[src/hdl/cdad_pkg.sv]
`timescale 1ns / 1ps
`default_nettype none
// ----------------------------------------------------------------------------
// cdad_pkg
// Shared widths, calendar constants, types and month-length helpers for the
// calendar date shifter.
// ----------------------------------------------------------------------------
package cdad_pkg;

	localparam int YEAR_W  = 14;
	localparam int MONTH_W = 4;
	localparam int DAY_W   = 5;
	localparam int OFF_W   = 21;
	// magnitude of the offset, up to 2^20, fits the offset width unsigned
	localparam int REM_W   = OFF_W;
	// year within the 400-year Gregorian cycle
	localparam int YOE_W   = 9;

	localparam logic [YEAR_W-1:0]  YEAR_MIN   = YEAR_W'(1);
	localparam logic [YEAR_W-1:0]  YEAR_MAX   = YEAR_W'(9999);
	localparam logic [YEAR_W-1:0]  ERA_YEARS  = YEAR_W'(400);
	localparam logic [YOE_W-1:0]   YOE_LAST   = YOE_W'(399);
	localparam logic [YOE_W-1:0]   YOE_C100   = YOE_W'(100);
	localparam logic [YOE_W-1:0]   YOE_C200   = YOE_W'(200);
	localparam logic [YOE_W-1:0]   YOE_C300   = YOE_W'(300);

	localparam logic [MONTH_W-1:0] MON_JAN = MONTH_W'(1);
	localparam logic [MONTH_W-1:0] MON_FEB = MONTH_W'(2);
	localparam logic [MONTH_W-1:0] MON_APR = MONTH_W'(4);
	localparam logic [MONTH_W-1:0] MON_JUN = MONTH_W'(6);
	localparam logic [MONTH_W-1:0] MON_SEP = MONTH_W'(9);
	localparam logic [MONTH_W-1:0] MON_NOV = MONTH_W'(11);
	localparam logic [MONTH_W-1:0] MON_DEC = MONTH_W'(12);

	localparam logic [DAY_W-1:0]   DAY_FIRST = DAY_W'(1);
	localparam logic [DAY_W-1:0]   DAY_28    = DAY_W'(28);
	localparam logic [DAY_W-1:0]   DAY_29    = DAY_W'(29);
	localparam logic [DAY_W-1:0]   DAY_30    = DAY_W'(30);
	localparam logic [DAY_W-1:0]   DAY_31    = DAY_W'(31);

	typedef enum logic [2:0] {
		ST_IDLE,
		ST_MOD,
		ST_CHECK,
		ST_WALK,
		ST_FINISH
	} state_t;

	typedef struct packed {
		logic [YEAR_W-1:0]  year;
		logic [MONTH_W-1:0] month;
		logic [DAY_W-1:0]   day;
		logic               bad_input;
		logic               year_overflow;
	} result_t;

	// leap year from the year within the 400-year cycle
	function automatic logic is_leap(input logic [YOE_W-1:0] yoe);
		return (yoe[1:0] == 2'b00) &&
			((yoe == '0) || ((yoe != YOE_C100) && (yoe != YOE_C200) && (yoe != YOE_C300)));
	endfunction

	function automatic logic [DAY_W-1:0] month_len(input logic [MONTH_W-1:0] m,
			input logic leap);
		logic [DAY_W-1:0] len;
		if (m == MON_FEB) begin
			len = leap ? DAY_29 : DAY_28;
		end else if ((m == MON_APR) || (m == MON_JUN) || (m == MON_SEP) ||
				(m == MON_NOV)) begin
			len = DAY_30;
		end else begin
			len = DAY_31;
		end
		return len;
	endfunction

endpackage
`default_nettype wire

[src/hdl/cdad_if.sv]
`timescale 1ns / 1ps
`default_nettype none
// ----------------------------------------------------------------------------
// cdad_if
// Valid/ready channels for the date shifter: start date with offset in,
// shifted date with status flags out.
// ----------------------------------------------------------------------------
interface cdad_req_if;
	import cdad_pkg::*;

	logic                    valid;
	logic                    ready;
	logic [YEAR_W-1:0]       start_year;
	logic [MONTH_W-1:0]      start_month;
	logic [DAY_W-1:0]        start_day;
	logic signed [OFF_W-1:0] day_offset;

	modport source (output valid, start_year, start_month, start_day, day_offset,
		input ready);
	modport sink (input valid, start_year, start_month, start_day, day_offset,
		output ready);
endinterface

interface cdad_rsp_if;
	import cdad_pkg::*;

	logic               valid;
	logic               ready;
	logic [YEAR_W-1:0]  result_year;
	logic [MONTH_W-1:0] result_month;
	logic [DAY_W-1:0]   result_day;
	logic               bad_input;
	logic               year_overflow;

	modport source (output valid, result_year, result_month, result_day, bad_input,
		year_overflow, input ready);
	modport sink (input valid, result_year, result_month, result_day, bad_input,
		year_overflow, output ready);
endinterface
`default_nettype wire

[src/hdl/calendar_date_add_days_top.sv]
`timescale 1ns / 1ps
`default_nettype none
// ----------------------------------------------------------------------------
// calendar_date_add_days_top
// Gregorian date shifted by a signed day offset, walked month by month.
// ----------------------------------------------------------------------------
// Usage: the req channel carries a start date (year, month, day) and a signed
// day offset; each transfer on req yields exactly one transfer on rsp with the
// shifted date, bad_input and year_overflow.
// Sequence: a load step, the year reduced modulo 400 (one subtract of 400
// per cycle), a check of the date, then the month walk, one month per cycle,
// and a hand-over to the output register. The month walk dominates, as its
// length grows with the offset: one month per 30.4 days on average.
// Throughput: one item at a time; req.ready is high only while the sequencer
// is idle, which it becomes as soon as the result moves to the output register.
// An invalid start date is echoed with bad_input set after the check cycle.
// Results before 0001-01-01 or after 9999-12-31 saturate and set year_overflow.
// Reset clears the sequencer and the output valid; no clearing pass is needed.
// A stalled receiver holds the output register; a finished result then waits
// in the sequencer and the next item is refused until the register frees up.
// ----------------------------------------------------------------------------
module calendar_date_add_days_top (
	input  wire logic clk,
	input  wire logic arst_n,
	cdad_req_if.sink   req,
	cdad_rsp_if.source rsp
);
	import cdad_pkg::*;

	logic    seq_idle;
	logic    seq_res_valid;
	logic    res_take;
	result_t seq_res;
	result_t res_q;
	logic    out_valid_q;

	// start the sequencer on every req transfer
	assign req.ready = seq_idle;

	cdad_seq u_seq (
		.clk         (clk),
		.arst_n      (arst_n),
		.start       (req.valid && seq_idle),
		.start_year  (req.start_year),
		.start_month (req.start_month),
		.start_day   (req.start_day),
		.day_offset  (req.day_offset),
		.idle        (seq_idle),
		.res_valid   (seq_res_valid),
		.res_take    (res_take),
		.res         (seq_res)
	);

	// move the result across when the output register is empty or draining
	assign res_take = seq_res_valid && (!out_valid_q || rsp.ready);

	always_ff @(posedge clk or negedge arst_n) begin
		if (!arst_n) begin
			out_valid_q <= 1'b0;
		end else if (res_take) begin
			out_valid_q <= 1'b1;
		end else if (rsp.ready) begin
			out_valid_q <= 1'b0;
		end
	end

	// hold the payload until the receiver takes it
	always_ff @(posedge clk) begin
		if (res_take) begin
			res_q <= seq_res;
		end
	end

	assign rsp.valid         = out_valid_q;
	assign rsp.result_year   = res_q.year;
	assign rsp.result_month  = res_q.month;
	assign rsp.result_day    = res_q.day;
	assign rsp.bad_input     = res_q.bad_input;
	assign rsp.year_overflow = res_q.year_overflow;
endmodule
`default_nettype wire

[src/hdl/cdad_sub.sv]
`timescale 1ns / 1ps
`default_nettype none
// ----------------------------------------------------------------------------
// cdad_sub
// Shared compare-and-subtract unit: difference and a less-than flag.
// ----------------------------------------------------------------------------
module cdad_sub (
	input  wire logic [cdad_pkg::REM_W-1:0] a,
	input  wire logic [cdad_pkg::REM_W-1:0] b,
	output logic [cdad_pkg::REM_W-1:0]      diff,
	output logic                            lt
);
	import cdad_pkg::*;

	logic [REM_W:0] wide;

	// borrow out of the top bit means a < b
	assign wide = {1'b0, a} - {1'b0, b};
	assign diff = wide[REM_W-1:0];
	assign lt   = wide[REM_W];
endmodule
`default_nettype wire

[src/hdl/cdad_seq.sv]
`timescale 1ns / 1ps
`default_nettype none
// ----------------------------------------------------------------------------
// cdad_seq
// Sequencer and date registers: reduces the year modulo 400, checks the
// start date, then walks one month per cycle through the shared subtractor.
// ----------------------------------------------------------------------------
module cdad_seq (
	input  wire logic                           clk,
	input  wire logic                           arst_n,
	input  wire logic                           start,
	input  wire logic [cdad_pkg::YEAR_W-1:0]    start_year,
	input  wire logic [cdad_pkg::MONTH_W-1:0]   start_month,
	input  wire logic [cdad_pkg::DAY_W-1:0]     start_day,
	input  wire logic signed [cdad_pkg::OFF_W-1:0] day_offset,
	output logic                                idle,
	output logic                                res_valid,
	input  wire logic                           res_take,
	output cdad_pkg::result_t                   res
);
	import cdad_pkg::*;

	state_t state_q, state_nxt;

	logic [YEAR_W-1:0]  y_q;
	logic [MONTH_W-1:0] m_q;
	logic [DAY_W-1:0]   d_q;
	logic [REM_W-1:0]   r_q;
	logic               back_q;
	logic [YEAR_W-1:0]  yw_q;
	logic [YOE_W-1:0]   yoe_q;
	logic               bad_q;
	logic               ovf_q;

	logic [REM_W-1:0]   op_a, op_b, diff;
	logic               lt;
	logic [DAY_W-1:0]   len;
	logic [DAY_W:0]     gap;
	logic               date_ok;
	logic               sat;
	logic               walk_done;
	logic [MONTH_W-1:0] prev_m;
	logic [YEAR_W-1:0]  prev_y;
	logic [YOE_W-1:0]   prev_yoe;

	cdad_sub u_sub (
		.a    (op_a),
		.b    (op_b),
		.diff (diff),
		.lt   (lt)
	);

	assign len = month_len(m_q, is_leap(yoe_q));
	// days from the current day to the first of the next month
	assign gap = {1'b0, len} - {1'b0, d_q} + (DAY_W+1)'(1);

	assign date_ok = (y_q >= YEAR_MIN) && (y_q <= YEAR_MAX) &&
		(m_q >= MON_JAN) && (m_q <= MON_DEC) &&
		(d_q >= DAY_FIRST) && (d_q <= len);

	assign prev_m   = (m_q == MON_JAN) ? MON_DEC : m_q - MONTH_W'(1);
	assign prev_y   = (m_q == MON_JAN) ? y_q - YEAR_W'(1) : y_q;
	assign prev_yoe = (m_q != MON_JAN) ? yoe_q :
		((yoe_q == '0) ? YOE_LAST : yoe_q - YOE_W'(1));

	// stepping past the last or before the first representable month
	assign sat = !lt && (back_q ? ((m_q == MON_JAN) && (y_q == YEAR_MIN))
		: ((m_q == MON_DEC) && (y_q == YEAR_MAX)));
	assign walk_done = lt || sat;

	always_comb begin
		op_a = r_q;
		op_b = '0;
		unique case (state_q)
			ST_MOD: begin
				op_a = REM_W'(yw_q);
				op_b = REM_W'(ERA_YEARS);
			end
			ST_WALK: begin
				op_b = back_q ? REM_W'(d_q) : REM_W'(gap);
			end
			default: begin
				op_b = '0;
			end
		endcase
	end

	always_comb begin
		state_nxt = state_q;
		unique case (state_q)
			ST_IDLE:   if (start) state_nxt = ST_MOD;
			ST_MOD:    if (lt) state_nxt = ST_CHECK;
			ST_CHECK:  state_nxt = date_ok ? ST_WALK : ST_FINISH;
			ST_WALK:   if (walk_done) state_nxt = ST_FINISH;
			ST_FINISH: if (res_take) state_nxt = ST_IDLE;
			default:   state_nxt = ST_IDLE;
		endcase
	end

	always_comb begin
		idle      = (state_q == ST_IDLE);
		res_valid = (state_q == ST_FINISH);
		res.year          = y_q;
		res.month         = m_q;
		res.day           = d_q;
		res.bad_input     = bad_q;
		res.year_overflow = ovf_q;
	end

	always_ff @(posedge clk or negedge arst_n) begin
		if (!arst_n) begin
			state_q <= ST_IDLE;
		end else begin
			state_q <= state_nxt;
		end
	end

	always_ff @(posedge clk) begin
		unique case (state_q)
			ST_IDLE: begin
				if (start) begin
					y_q    <= start_year;
					m_q    <= start_month;
					d_q    <= start_day;
					yw_q   <= start_year;
					back_q <= day_offset[OFF_W-1];
					r_q    <= day_offset[OFF_W-1] ? REM_W'(~day_offset + 1'b1)
						: REM_W'(day_offset);
					bad_q  <= 1'b0;
					ovf_q  <= 1'b0;
				end
			end
			ST_MOD: begin
				if (lt) begin
					yoe_q <= yw_q[YOE_W-1:0];
				end else begin
					yw_q <= diff[YEAR_W-1:0];
				end
			end
			ST_CHECK: begin
				if (!date_ok) begin
					bad_q <= 1'b1;
				end
			end
			ST_WALK: begin
				if (!back_q) begin
					if (lt) begin
						d_q <= d_q + r_q[DAY_W-1:0];
					end else if (sat) begin
						d_q   <= DAY_31;
						ovf_q <= 1'b1;
					end else begin
						r_q <= diff;
						d_q <= DAY_FIRST;
						if (m_q == MON_DEC) begin
							m_q   <= MON_JAN;
							y_q   <= y_q + YEAR_W'(1);
							yoe_q <= (yoe_q == YOE_LAST) ? '0 : yoe_q + YOE_W'(1);
						end else begin
							m_q <= m_q + MONTH_W'(1);
						end
					end
				end else begin
					if (lt) begin
						d_q <= d_q - r_q[DAY_W-1:0];
					end else if (sat) begin
						d_q   <= DAY_FIRST;
						ovf_q <= 1'b1;
					end else begin
						r_q   <= diff;
						m_q   <= prev_m;
						y_q   <= prev_y;
						yoe_q <= prev_yoe;
						d_q   <= month_len(prev_m, is_leap(prev_yoe));
					end
				end
			end
			ST_FINISH: begin
				r_q <= r_q;
			end
			default: begin
				r_q <= r_q;
			end
		endcase
	end
endmodule
`default_nettype wire

[src/flat_wrapper.sv]
// flat-port wrapper written by rule: the top's interface ports become plain ports
module calendar_date_add_days_top_flat import cdad_pkg::*;
  (clk, arst_n, req_valid, req_start_year, req_start_month, req_start_day, req_day_offset, req_ready, rsp_valid, rsp_result_year, rsp_result_month, rsp_result_day, rsp_bad_input, rsp_year_overflow, rsp_ready);
  cdad_req_if req_i ();
  cdad_rsp_if rsp_i ();
  input  wire logic clk;
  input  wire logic arst_n;
  input wire logic [$bits(req_i.valid)-1:0] req_valid;
  input wire logic [$bits(req_i.start_year)-1:0] req_start_year;
  input wire logic [$bits(req_i.start_month)-1:0] req_start_month;
  input wire logic [$bits(req_i.start_day)-1:0] req_start_day;
  input wire logic [$bits(req_i.day_offset)-1:0] req_day_offset;
  output wire logic [$bits(req_i.ready)-1:0] req_ready;
  output wire logic [$bits(rsp_i.valid)-1:0] rsp_valid;
  output wire logic [$bits(rsp_i.result_year)-1:0] rsp_result_year;
  output wire logic [$bits(rsp_i.result_month)-1:0] rsp_result_month;
  output wire logic [$bits(rsp_i.result_day)-1:0] rsp_result_day;
  output wire logic [$bits(rsp_i.bad_input)-1:0] rsp_bad_input;
  output wire logic [$bits(rsp_i.year_overflow)-1:0] rsp_year_overflow;
  input wire logic [$bits(rsp_i.ready)-1:0] rsp_ready;
  assign req_i.valid = req_valid;
  assign req_i.start_year = req_start_year;
  assign req_i.start_month = req_start_month;
  assign req_i.start_day = req_start_day;
  assign req_i.day_offset = req_day_offset;
  assign req_ready = req_i.ready;
  assign rsp_valid = rsp_i.valid;
  assign rsp_result_year = rsp_i.result_year;
  assign rsp_result_month = rsp_i.result_month;
  assign rsp_result_day = rsp_i.result_day;
  assign rsp_bad_input = rsp_i.bad_input;
  assign rsp_year_overflow = rsp_i.year_overflow;
  assign rsp_i.ready = rsp_ready;
  calendar_date_add_days_top u_core (.clk(clk), .arst_n(arst_n), .req(req_i), .rsp(rsp_i));
endmodule
[config.mk]
export PLATFORM = sky130hd
export DESIGN_NAME = calendar_date_add_days_top_flat
export DESIGN_NICKNAME = d
export VERILOG_FILES = /design/src/hdl/cdad_pkg.sv /design/src/hdl/cdad_if.sv /design/src/hdl/calendar_date_add_days_top.sv /design/src/hdl/cdad_sub.sv /design/src/hdl/cdad_seq.sv /design/src/flat_wrapper.sv
export SDC_FILE = /design/constraint.sdc
export NUM_CORES = 1
export LEC_CHECK = 0
export ABC_AREA = 1
export BUFFER_PORTS_ARGS = -buffer_cell sky130_fd_sc_hd__clkbuf_2
export CAP_MARGIN = 10
export CORE_MARGIN = 8
export CORE_UTILIZATION = 58
export CTS_CLUSTER_SIZE = 20
export DETAILED_ROUTE_END_ITERATION = 6
export PLACE_DENSITY = 0.79
export SLEW_MARGIN = 20
export SYNTH_ARGS = -nofsm -noshare
export SYNTH_HDL_FRONTEND = slang
export SYNTH_SLANG_ARGS = --single-unit
export TNS_END_PERCENT = 5
[constraint.sdc]
create_clock -name clk -period 5.5 [get_ports clk]
set_input_delay 0.825 -clock clk [delete_from_list [all_inputs] [get_ports clk]]
set_output_delay 0.825 -clock clk [all_outputs]
set_load 0.01 [all_outputs]
==> results of run 1 <==
[layer usage]
metal | vias to the layer above | track usage
met3 | 50 | 0.0559
li1 | 3359 | -
met5 | - | 0
met1 | 3116 | 0.299
met4 | 0 | 0.126
met2 | 286 | 0.397
[layout by cell type (no fill, tap or decap), types with 3 or more instances in the layout]
master	Yosys	final
nand2_1	228	228
inv_1	118	117
edfxtp_1	95	95
nor2_1	84	82
clkbuf_2	0	74
o21ai_0	72	72
nand3_1	72	72
ha_1	42	42
a21oi_1	34	34
xor2_1	32	32
nor3_1	19	19
nand4_1	15	15
o21ai_1	12	12
xnor2_1	11	11
inv_2	8	9
clkbuf_16	0	9
nand2_2	8	8
buf_4	0	8
nor2_2	5	7
a31oi_1	7	7
o31ai_1	6	6
nor2_4	5	5
o21ai_2	5	5
o211ai_1	5	5
or2_2	4	4
a32oi_1	4	4
nor4_1	4	4
mux2i_1	4	4
nand3b_1	4	4
fa_1	4	4
clkinvlp_4	0	4
dfrtp_1	4	4
nand2_4	3	3
a21oi_2	3	3
[final timing paths]
path | slack, ps | depth (start not counted) | to
setup / recovery | 610 | 26 | u_core.u_seq.r_q[15]$_DFFE_PP_
hold / removal | 260 | 1 | u_core.u_seq.state_q[0]$_DFFE_PN0P_
setup reg to reg | 610 | 26 | u_core.u_seq.r_q[15]$_DFFE_PP_
hold reg to reg | 420 | 0 | u_core.rsp.bad_input$_DFFE_PP_
max in group asynchronous | 5120 | 1 | u_core.rsp.valid$_DFFE_PN0P_
min in group clk | 420 | 0 | u_core.rsp.bad_input$_DFFE_PP_
[state kept, by name, summed over array words and instances, names as in the netlist, 3 cells and up]
| register | flops |
|---|---|
| u_core.rsp.result_month | 4 |
| u_core.u_seq.m_q | 4 |
| u_core.u_seq.yoe_q | 9 |
| u_core.u_seq.d_q | 5 |
| u_core.u_seq.y_q | 14 |
| u_core.rsp.result_year | 14 |
| u_core.u_seq.r_q | 21 |
| u_core.u_seq.yw_q | 14 |
| u_core.u_seq.state_q | 3 |
| u_core.rsp.result_day | 5 |
[area by class of cell]
cell class | count | area [sq um]
inverters | 127 | 477
well taps | 172 | 215
clock buffers | 9 | 225
multi-input cells | 711 | 4000
fillers | 1100 | 4320
clock inverters | 7 | 52.6
repair buffers | 82 | 430
flip-flops and latches | 99 | 2950
[power breakdown]
group / total (mW) / internal (mW) / switching (mW)
registers: 1.70 / 1.39 / 0.312
clock network: 0.600 / 0.308 / 0.292
logic: 3.34 / 1.10 / 2.25
[logic make-up after synthesis]
logic type	count (synthesis)	synth area share
adders and majority gates	46	0.0804
xor gates and xnor gates	43	0.0500
and+or+nand+nor	456	0.271
DFF	99	0.392
muxes	5	0.00681
buffers and inverters	152	0.0775
AOI/OAI and AO/OA	161	0.123
[metrics by stage]
| stage | cell area, sq um | setup WS (ps) | util |
|---|---|---|---|
| detailed placement | 8080 | 699 | 0.638 |
| global placement | 8080 | 807 | 0.638 |
| finish | 8360 | 615 | 0.659 |
| global route | 8360 | 222 | 0.659 |
| floorplan | 7530 | 1000 | - |
| CTS | 8360 | 664 | 0.659 |
[worst max-delay path, stage by stage, from the launching register on]
cell	delay, ps
edfxtp_1	460
inv_1	160
ha_1	260
o21ai_0	170
a21oi_1	80
a21oi_1	190
ha_1	190
ha_1	180
inv_1	60
fa_1	370
or2_2	300
a32oi_1	200
ha_1	300
nand2_1	110
inv_1	40
nand2_1	50
nand2_1	60
o21ai_0	190
nand2_2	110
nand2_4	100
nand4_4	170
nand2_2	140
inv_2	50
nand2_1	90
nand3_2	90
inv_1	70
buf_4	340
==> results.md, run 1 <==
* Chip Width at 130 um
* Post-synthesis cell count at 962
* 1st-iter DRT viols at 605
* Sequential cell area fraction in the yosys report at 0.392
* Final period util at 0.888
* Die area at 16900 sq um
* RSZ-0062 raised after global routing: no
* CTS Buffer Depth at 2
* DRT Wirelength at 19900 um
* Site Rows at 41
* Met2 wire len at 9190 um
* CTS Root Cell: clkbuf_16
* EDFF count, synth at 95
* H-tree levels at 3
* Cell with the most instances after synthesis: nand2_1
* CP Launch Type: flip-flop
* Antenna violations before repair at 0
* Vias at 6811
* Most frequent cells after synthesis: 228 x nand2_1, 118 x inv_1, 95 x edfxtp_1
* Worst setup EP type: flip-flop
* Synth area leaders: edfxtp_1 38%, nand2_1 11%, ha_1 7.0%
* Slew HR at 0.486
* TritonCTS clock tree: yes
* Post-DRT Antenna Nets at 0
* Num ports at 75
* Tot GR Track Use at 0.244
* Clock transition at the registers of the reported paths at 70 ps
* Final HPWL DP at 15100 um
* Leakage at 3.82 nW
* Cell taking the most area after synthesis: edfxtp_1
* Top layer in use: met4
* Core ar. at 12700 sq um
* # Post-CTS Setup Buffers at 0
* Worst hold-check path type: input pin to asynchronous set/reset pin
* Remaining Overflow, GRT at 0
* Sink Count at 99
* Non-Filler Instances at 1207
* Crit path kind: flip-flop to flip-flop
* Vias in the first global route at 6603
* Initial Utilization at 0.595
* Pwr Density at 676 nW/um^2
* Period minus WS final at 4890 ps
* Share of cells above drive strength 1 at 0.142
* Maximum fanout along the worst path at 25
* Via density per instance at 5.64
* First-pass GRT wire length at 32200 um
* Power Total at 5.65 mW
* Hold slack at 263 ps
* Met1 wire length at 8450 um
* Diodes inserted at 0
* Slew @ Worst Pin at 770 ps
* Drt pass-1 iters at 5
* Critical Path RT at 5520 ps
* Drc violations at 0
* Met3 Routed Length at 1450 um
* Area grow syn2layout at 10.9%
* Critical path launch point: u_core.u_seq.m_q[0]$_DFFE_PP_
* Number of CTS-inserted buffers at 9
* Max cap viols at 0
* Hold Buf Count CTS at 0
* Synth unique cells at 50
* Post-synthesis net count at 1056
* GP Congestion at 0.927
* Yosys Warn Count at 0
* Max VDD drop at 0.307 mV
* Setup_tns at 0 ps
* Cell Area, Synth at 7530 sq um
* PostCTS Resize Cnt at 0
* Port buffer count at 74
* WP data arrival at 4900 ps
* Pin count of the biggest net entering global routing at 76
* Hold Fails Final Rpt at 0
* Yosys reg bits at 99
* Routed length per placed instance at 16.5 um
* Worst R2R Start: u_core.u_seq.m_q[0]$_DFFE_PP_
* Top-area cell type share of the netlist area at 0.379
* Worst Skew at 6.47 ps
* Fin. max-slew vios at 0
* Status: complete, no violations
* Post-synth ARST share at 0.0404
* Ys flop type: edfxtp_1
* Die height at 130 um
* Nets at 1124
* Worst-Skew Late Latency at 360 ps
* Final setup viols at 0
* Max frequency at 0.205 GHz
* Mapped Avg Cell Area at 7.83 sq um
* Cell Count Post-Placement at 1191
Power figures use the tool's default switching activity.
==> inputs of run 2 (changes only) <==
--- a/config.mk
+++ b/config.mk
@@ -9,10 +9,10 @@
 export BUFFER_PORTS_ARGS = -buffer_cell sky130_fd_sc_hd__clkbuf_2
 export CAP_MARGIN = 10
 export CORE_MARGIN = 8
-export CORE_UTILIZATION = 58
+export CORE_UTILIZATION = 50
 export CTS_CLUSTER_SIZE = 20
 export DETAILED_ROUTE_END_ITERATION = 6
-export PLACE_DENSITY = 0.79
+export PLACE_DENSITY = 0.69
 export SLEW_MARGIN = 20
 export SYNTH_ARGS = -nofsm -noshare
 export SYNTH_HDL_FRONTEND = slang
==> run 2 against run 1 <==
- setup slack better by 62 ps
- critical path type unchanged
- sequential share of layout area decreased by 0.16 points
- critical endpoint is now u_core.u_seq.r_q[18]$_DFFE_PP_
- critical path depth unchanged
==> results.md, run 2 (same netlist as run 1, synthesis figures left out) <==
* Fin. max-slew vios at 0
* CTS Buffer Depth at 2
* CP Launch Type: flip-flop
* GP Congestion at 0.901
* Tot GR Track Use at 0.208
* Final setup viols at 0
* Crit path kind: flip-flop to flip-flop
* Util after Layout at 0.560
* Vias at 6660
* Routed length per placed instance at 16.3 um
* Drt pass-1 iters at 5
* DRT Wirelength at 19900 um
* Slew @ Worst Pin at 771 ps
* Area grow syn2layout at 11.4%
* Max frequency at 0.207 GHz
* Chip Width at 139 um
* WP data arrival at 4840 ps
* Slew HR at 0.483
* Via density per instance at 5.45
* Core ar. at 15000 sq um
* Post-DRT Antenna Nets at 0
* Pin count of the biggest net entering global routing at 65
* Hold Fails Final Rpt at 0
* Port buffer count at 74
* Initial Utilization at 0.503
* Leakage at 3.84 nW
* Fillers at 1450
* Diodes inserted at 0
* Nets at 1124
* Max VDD drop at 0.259 mV
* Clock transition at the registers of the reported paths at 70 ps
* RSZ-0062 raised after global routing: no
* Final period util at 0.877
* Max cap viols at 0
* Largest Register: u_core.u_seq.r_q
* Num ports at 75
* Worst Skew at 7.90 ps
* Hold Buf Count CTS at 0
* Most common cell after layout, fill and taps aside: nand2_1
* Most frequent cells in the layout: 228 x nand2_1, 117 x inv_1, 95 x edfxtp_1, 82 x nor2_1, 74 x clkbuf_2
* H-tree levels at 3
* Max FFs per register at 21
* Worst-Skew Late Latency at 360 ps
* Non-Filler Instances at 1223
* # Post-CTS Setup Buffers at 0
* Vias in the first global route at 6311
* FF-to-FF path depth at 26
* CTS Root Cell: clkbuf_16
* Worst setup EP type: flip-flop
* Critical Path RT at 5510 ps
* Maximum fanout along the worst path at 25
* First-pass GRT wire length at 32400 um
* Number of CTS-inserted buffers at 9
* Area of the multi-input gates at 4000 sq um
* Die height at 139 um
* Remaining Overflow, GRT at 0
* Share of cells above drive strength 1 at 0.140
* Site Rows at 45
* Final HPWL DP at 15300 um
* 1st-iter DRT viols at 438
* Sequential Area at 2950 sq um
* Drc violations at 0
* Antenna violations before repair at 0
* PostCTS Resize Cnt at 0
* Pwr Density at 675 nW/um^2
* Status: complete, no violations
* Sink Count at 99
* Cell Count Post-Placement at 1207
* Period minus WS final at 4820 ps
* Worst hold-check path type: input pin to asynchronous set/reset pin
* Setup_tns at 0 ps
* Die area at 19300 sq um
* TritonCTS clock tree: yes
## run 2: worst paths after layout
path / startpoint / slack, ps / end
max in group asynchronous: arst_n / 5110 / u_core.u_seq.state_q[1]$_DFFE_PN0P_
max reg2reg: u_core.u_seq.m_q[0]$_DFFE_PP_ / 680 / u_core.u_seq.r_q[18]$_DFFE_PP_
min in group clk: u_core.u_seq.bad_q$_DFFE_PP_ / 430 / u_core.rsp.bad_input$_DFFE_PP_
min reg2reg: u_core.u_seq.bad_q$_DFFE_PP_ / 430 / u_core.rsp.bad_input$_DFFE_PP_
min: arst_n / 270 / u_core.u_seq.state_q[0]$_DFFE_PN0P_
max: u_core.u_seq.m_q[0]$_DFFE_PP_ / 680 / u_core.u_seq.r_q[18]$_DFFE_PP_
## run 2: layout make-up
class / instances / share of cell area
multi-input cells: 711 / 0.477
flip-flops and latches: 99 / 0.352
inverters: 127 / 0.0568
repair buffers: 82 / 0.0513
well taps: 188 / 0.0280
clock buffers: 11 / 0.0277
clock inverters: 5 / 0.00745
## run 2: per-layer routing
metal | GRT usage | vias to the layer above | wire length (um)
met1 | 0.270 | 3066 | 9180
met4 | 0.0815 | 0 | 473
met2 | 0.347 | 196 | 9260
met3 | 0.0269 | 27 | 1030
li1 | - | 3371 | -
met5 | 0 | - | 0
## run 2: critical path, stage by stage (launching register included)
cell,delay (ps)
edfxtp_1,440
inv_1,140
ha_1,250
o21ai_0,170
a21oi_1,90
a21oi_1,210
ha_1,190
ha_1,160
inv_1,50
fa_1,380
or2_2,300
a32oi_1,210
ha_1,300
nand2_1,100
inv_1,40
nand2_1,60
nand2_1,60
o21ai_0,190
nand2_2,110
nand2_4,100
nand4_4,160
nand2_2,120
inv_2,40
nand2_1,80
nand3_2,90
inv_1,60
buf_4,350
## run 2: power breakdown
group / internal (mW) / switching, mW / total, mW
clock network: 0.356 / 0.292 / 0.648
logic: 1.09 / 2.23 / 3.32
registers: 1.39 / 0.309 / 1.70
total: 2.84 / 2.83 / 5.67
## run 2: stage by stage
step | setup WS, ps | hold slack (ps) | instance area [sq um] | power (mW)
global placement | 817 | 404 | 8100 | 4.98
detailed placement | 750 | 419 | 8100 | 4.99
finish | 677 | 265 | 8390 | 5.67
CTS | 722 | 261 | 8390 | 5.66
global route | 275 | 267 | 8390 | 6.16
floorplan | 1000 | 400 | 7530 | 4.14
==> inputs of run 3 (changes only) <==
--- a/config.mk
+++ b/config.mk
@@ -5,7 +5,6 @@
 export SDC_FILE = /design/constraint.sdc
 export NUM_CORES = 1
 export LEC_CHECK = 0
-export ABC_AREA = 1
 export BUFFER_PORTS_ARGS = -buffer_cell sky130_fd_sc_hd__clkbuf_2
 export CAP_MARGIN = 10
 export CORE_MARGIN = 8
==> run 3 against run 2 <==
- hold slack improved by 5.4 ps
- cell area decreased by 2.2%
- critical path type unchanged
- final cell count decreased by 13%
- register-to-register slack got worse by 150 ps
- critical path depth decreased by 7
- flip-flop and latch count unchanged
- global-route usage decreased by 0.39 points
- clock-buffer cell count increased by 1
==> results.md, run 3 <==
* Sequential cell area fraction in the yosys report at 0.399
* Via density per instance at 5.93
* GP Congestion at 0.912
* Slowest cell on crit path: edfxtp_1
* Cell taking the most area after synthesis: edfxtp_1
* Crit-path cells: inv_1, nor4_1, a31oi_1, o31ai_1, a21oi_1, o22a_1, ha_1, ha_1, inv_1, fa_1, o21ai_0, nand2_1, ha_1, o2111ai_1, a31o_2, a22oi_4, nor2_1, nor2_1, a22o_1
* CTS Root Cell: clkbuf_16
* Routed length per placed instance at 17.8 um
* Hold slack at 271 ps
* Most frequent cells after synthesis: 110 x nand2_1, 95 x edfxtp_1, 87 x nor2_1
* Post-synthesis net count at 920
* Pre-CTS WS at 561 ps
* Most frequent cells in the layout: 109 x nand2_1, 95 x edfxtp_1, 87 x nor2_1, 74 x clkbuf_2, 67 x o21ai_0
* Pin count of the biggest net entering global routing at 55
* Yosys reg bits at 99
* Non-Filler Instances at 1068
* Site Rows at 44
* RSZ-0062 raised after global routing: no
* Largest Register: u_core.u_seq.r_q
* Die height at 138 um
* Final HPWL DP at 14400 um
* Tot GR Track Use at 0.204
* WP data arrival at 4980 ps
* Area grow syn2layout at 10.9%
* CTS Buffer Depth at 2
* Slew @ Worst Pin at 915 ps
* Final setup viols at 0
* Fillers at 1320
* Post-Place Cell Area at 7920 sq um
* First-pass GRT wire length at 30500 um
* Antenna violations before repair at 0
* 1st-iter DRT viols at 624
* Final period util at 0.904
* Max frequency at 0.201 GHz
* Worst Setup Slack, final at 526 ps
* Most used cell, CP: ha_1
* Post-DRT Antenna Nets at 0
* Synth unique cells at 73
* Num ports at 75
* DRT Wirelength at 19000 um
* Setup_tns at 0 ps
* Fin. max-slew vios at 0
* PostCTS Resize Cnt at 0
* Crit path kind: flip-flop to flip-flop
* Hold Buf Count CTS at 0
* Post-synthesis cell count at 826
* Synth area leaders: edfxtp_1 39%, ha_1 7.1%, xnor2_1 5.7%
* Number of CTS-inserted buffers at 9
* EDFF count, synth at 95
* # Post-CTS Setup Buffers at 0
* Worst setup EP type: flip-flop
* Ys flop type: edfxtp_1
* Critical Path RT at 5500 ps
* Max VDD drop at 0.282 mV
* Maximum fanout along the worst path at 10
* Remaining Overflow, GRT at 0
* Status: complete, no violations
* H-tree levels at 3
* Bufs and invs on worst path at 2
* Vias at 6328
* Sink Count at 99
* Clock transition at the registers of the reported paths at 70 ps
* Cell Count Post-Placement at 1052
* Cell Area, Synth at 7400 sq um
* Port buffer count at 74
* Pwr Density at 581 nW/um^2
* Period minus WS final at 4970 ps
* Critical path launch point: u_core.u_seq.yoe_q[3]$_DFFE_PP_
* Leakage at 3.20 nW
* Share of cells above drive strength 1 at 0.136
* Mapped Avg Cell Area at 8.96 sq um
* CP max stage delay at 520 ps
* Worst Skew at 14.2 ps
* Diodes inserted at 0
* Max FFs per register at 21
* Slew HR at 0.381
* Drc violations at 0
* Top-area cell type share of the netlist area at 0.385
* Worst R2R Start: u_core.u_seq.yoe_q[3]$_DFFE_PP_
* Yosys Warn Count at 0
* Hold Fails Final Rpt at 0
* CP top delay family: compound AO/OA/AOI/OAI gates
* Nets at 973
* Cell with the most instances after synthesis: nand2_1
* Most common cell after layout, fill and taps aside: nand2_1
* Max cap viols at 0
* Worst-Skew Late Latency at 360 ps
* Initial Utilization at 0.511
* Die area at 19000 sq um
* Worst hold-check path type: input pin to asynchronous set/reset pin
* CP Launch Type: flip-flop
* Drt pass-1 iters at 5
* Post-synth ARST share at 0.0404
* Vias in the first global route at 5891
* Chip Width at 138 um
* Core ar. at 14500 sq um
* TritonCTS clock tree: yes
* Design area at 8210 sq um
[run 3: cell types whose count changed after synthesis, moves of 9 or more]
cell      previous run  this run
xnor2_1             11        48
nand2_1            228       110
a21oi_1             34        44
clkbuf_1            16        32
nor2b_1              0        13
nand2b_1             0         9
xor2_1              32        18
inv_1              118        32
nand3_1             72        19
or3_1                0         9
[run 3: metrics by stage]
| step | total power, mW | utilization |
|---|---|---|
| final | 4.77 | 0.567 |
| after global routing | 5.14 | 0.567 |
| after CTS | 4.75 | 0.567 |
| after detailed placement | 4.10 | 0.547 |
| after global placement | 4.07 | 0.547 |
| after floorplan | 3.40 | - |
[run 3: logic make-up (layout without fill, tap and decap cells)]
family,count (synthesis),after routing,share of synthesized area
mux,13,13,0.0181
fa+ha+maj,46,46,0.0818
xor+xnor,66,66,0.0781
simple gates,326,326,0.214
compound gates,198,198,0.167
flops,99,99,0.399
buf+inv,78,136,0.0418
[run 3: metal layers]
layer  part of all wire  vias up  global-route usage
li1                   -     3094                   -
met1               0.46     2981               0.278
met2               0.46      225               0.326
met3              0.059       28              0.0288
met4              0.020        0              0.0694
met5                  0        -                   0
[run 3: path summary, 6_finish.rpt]
path,to,slack [ps],cells past startpoint
max in group asynchronous,u_core.u_seq.state_q[0]$_DFFE_PN0P_,5100,1
min,u_core.rsp.valid$_DFFE_PN0P_,270,1
max,u_core.u_seq.yoe_q[1]$_DFFE_PP_,530,19
min reg2reg,u_core.rsp.year_overflow$_DFFE_PP_,420,0
max reg2reg,u_core.u_seq.yoe_q[1]$_DFFE_PP_,530,19
min in group clk,u_core.rsp.year_overflow$_DFFE_PP_,420,0
[run 3: power breakdown]
part           switching, mW  leakage [nW]  internal (mW)
clock network          0.286         0.137          0.355
registers              0.283         0.941           1.23
logic                   1.61          2.12           1.01
total                   2.18          3.20           2.60
[run 3: final cells by class]
cell class              count  area [sq um]  share of cell area
inverters                  33           124              0.0151
multi-input cells         649          4140               0.505
clock inverters             4          55.1             0.00671
clock buffers              12           236              0.0288
flip-flops and latches     99          2950               0.360
repair buffers             87           468              0.0570
well taps                 184           230              0.0280
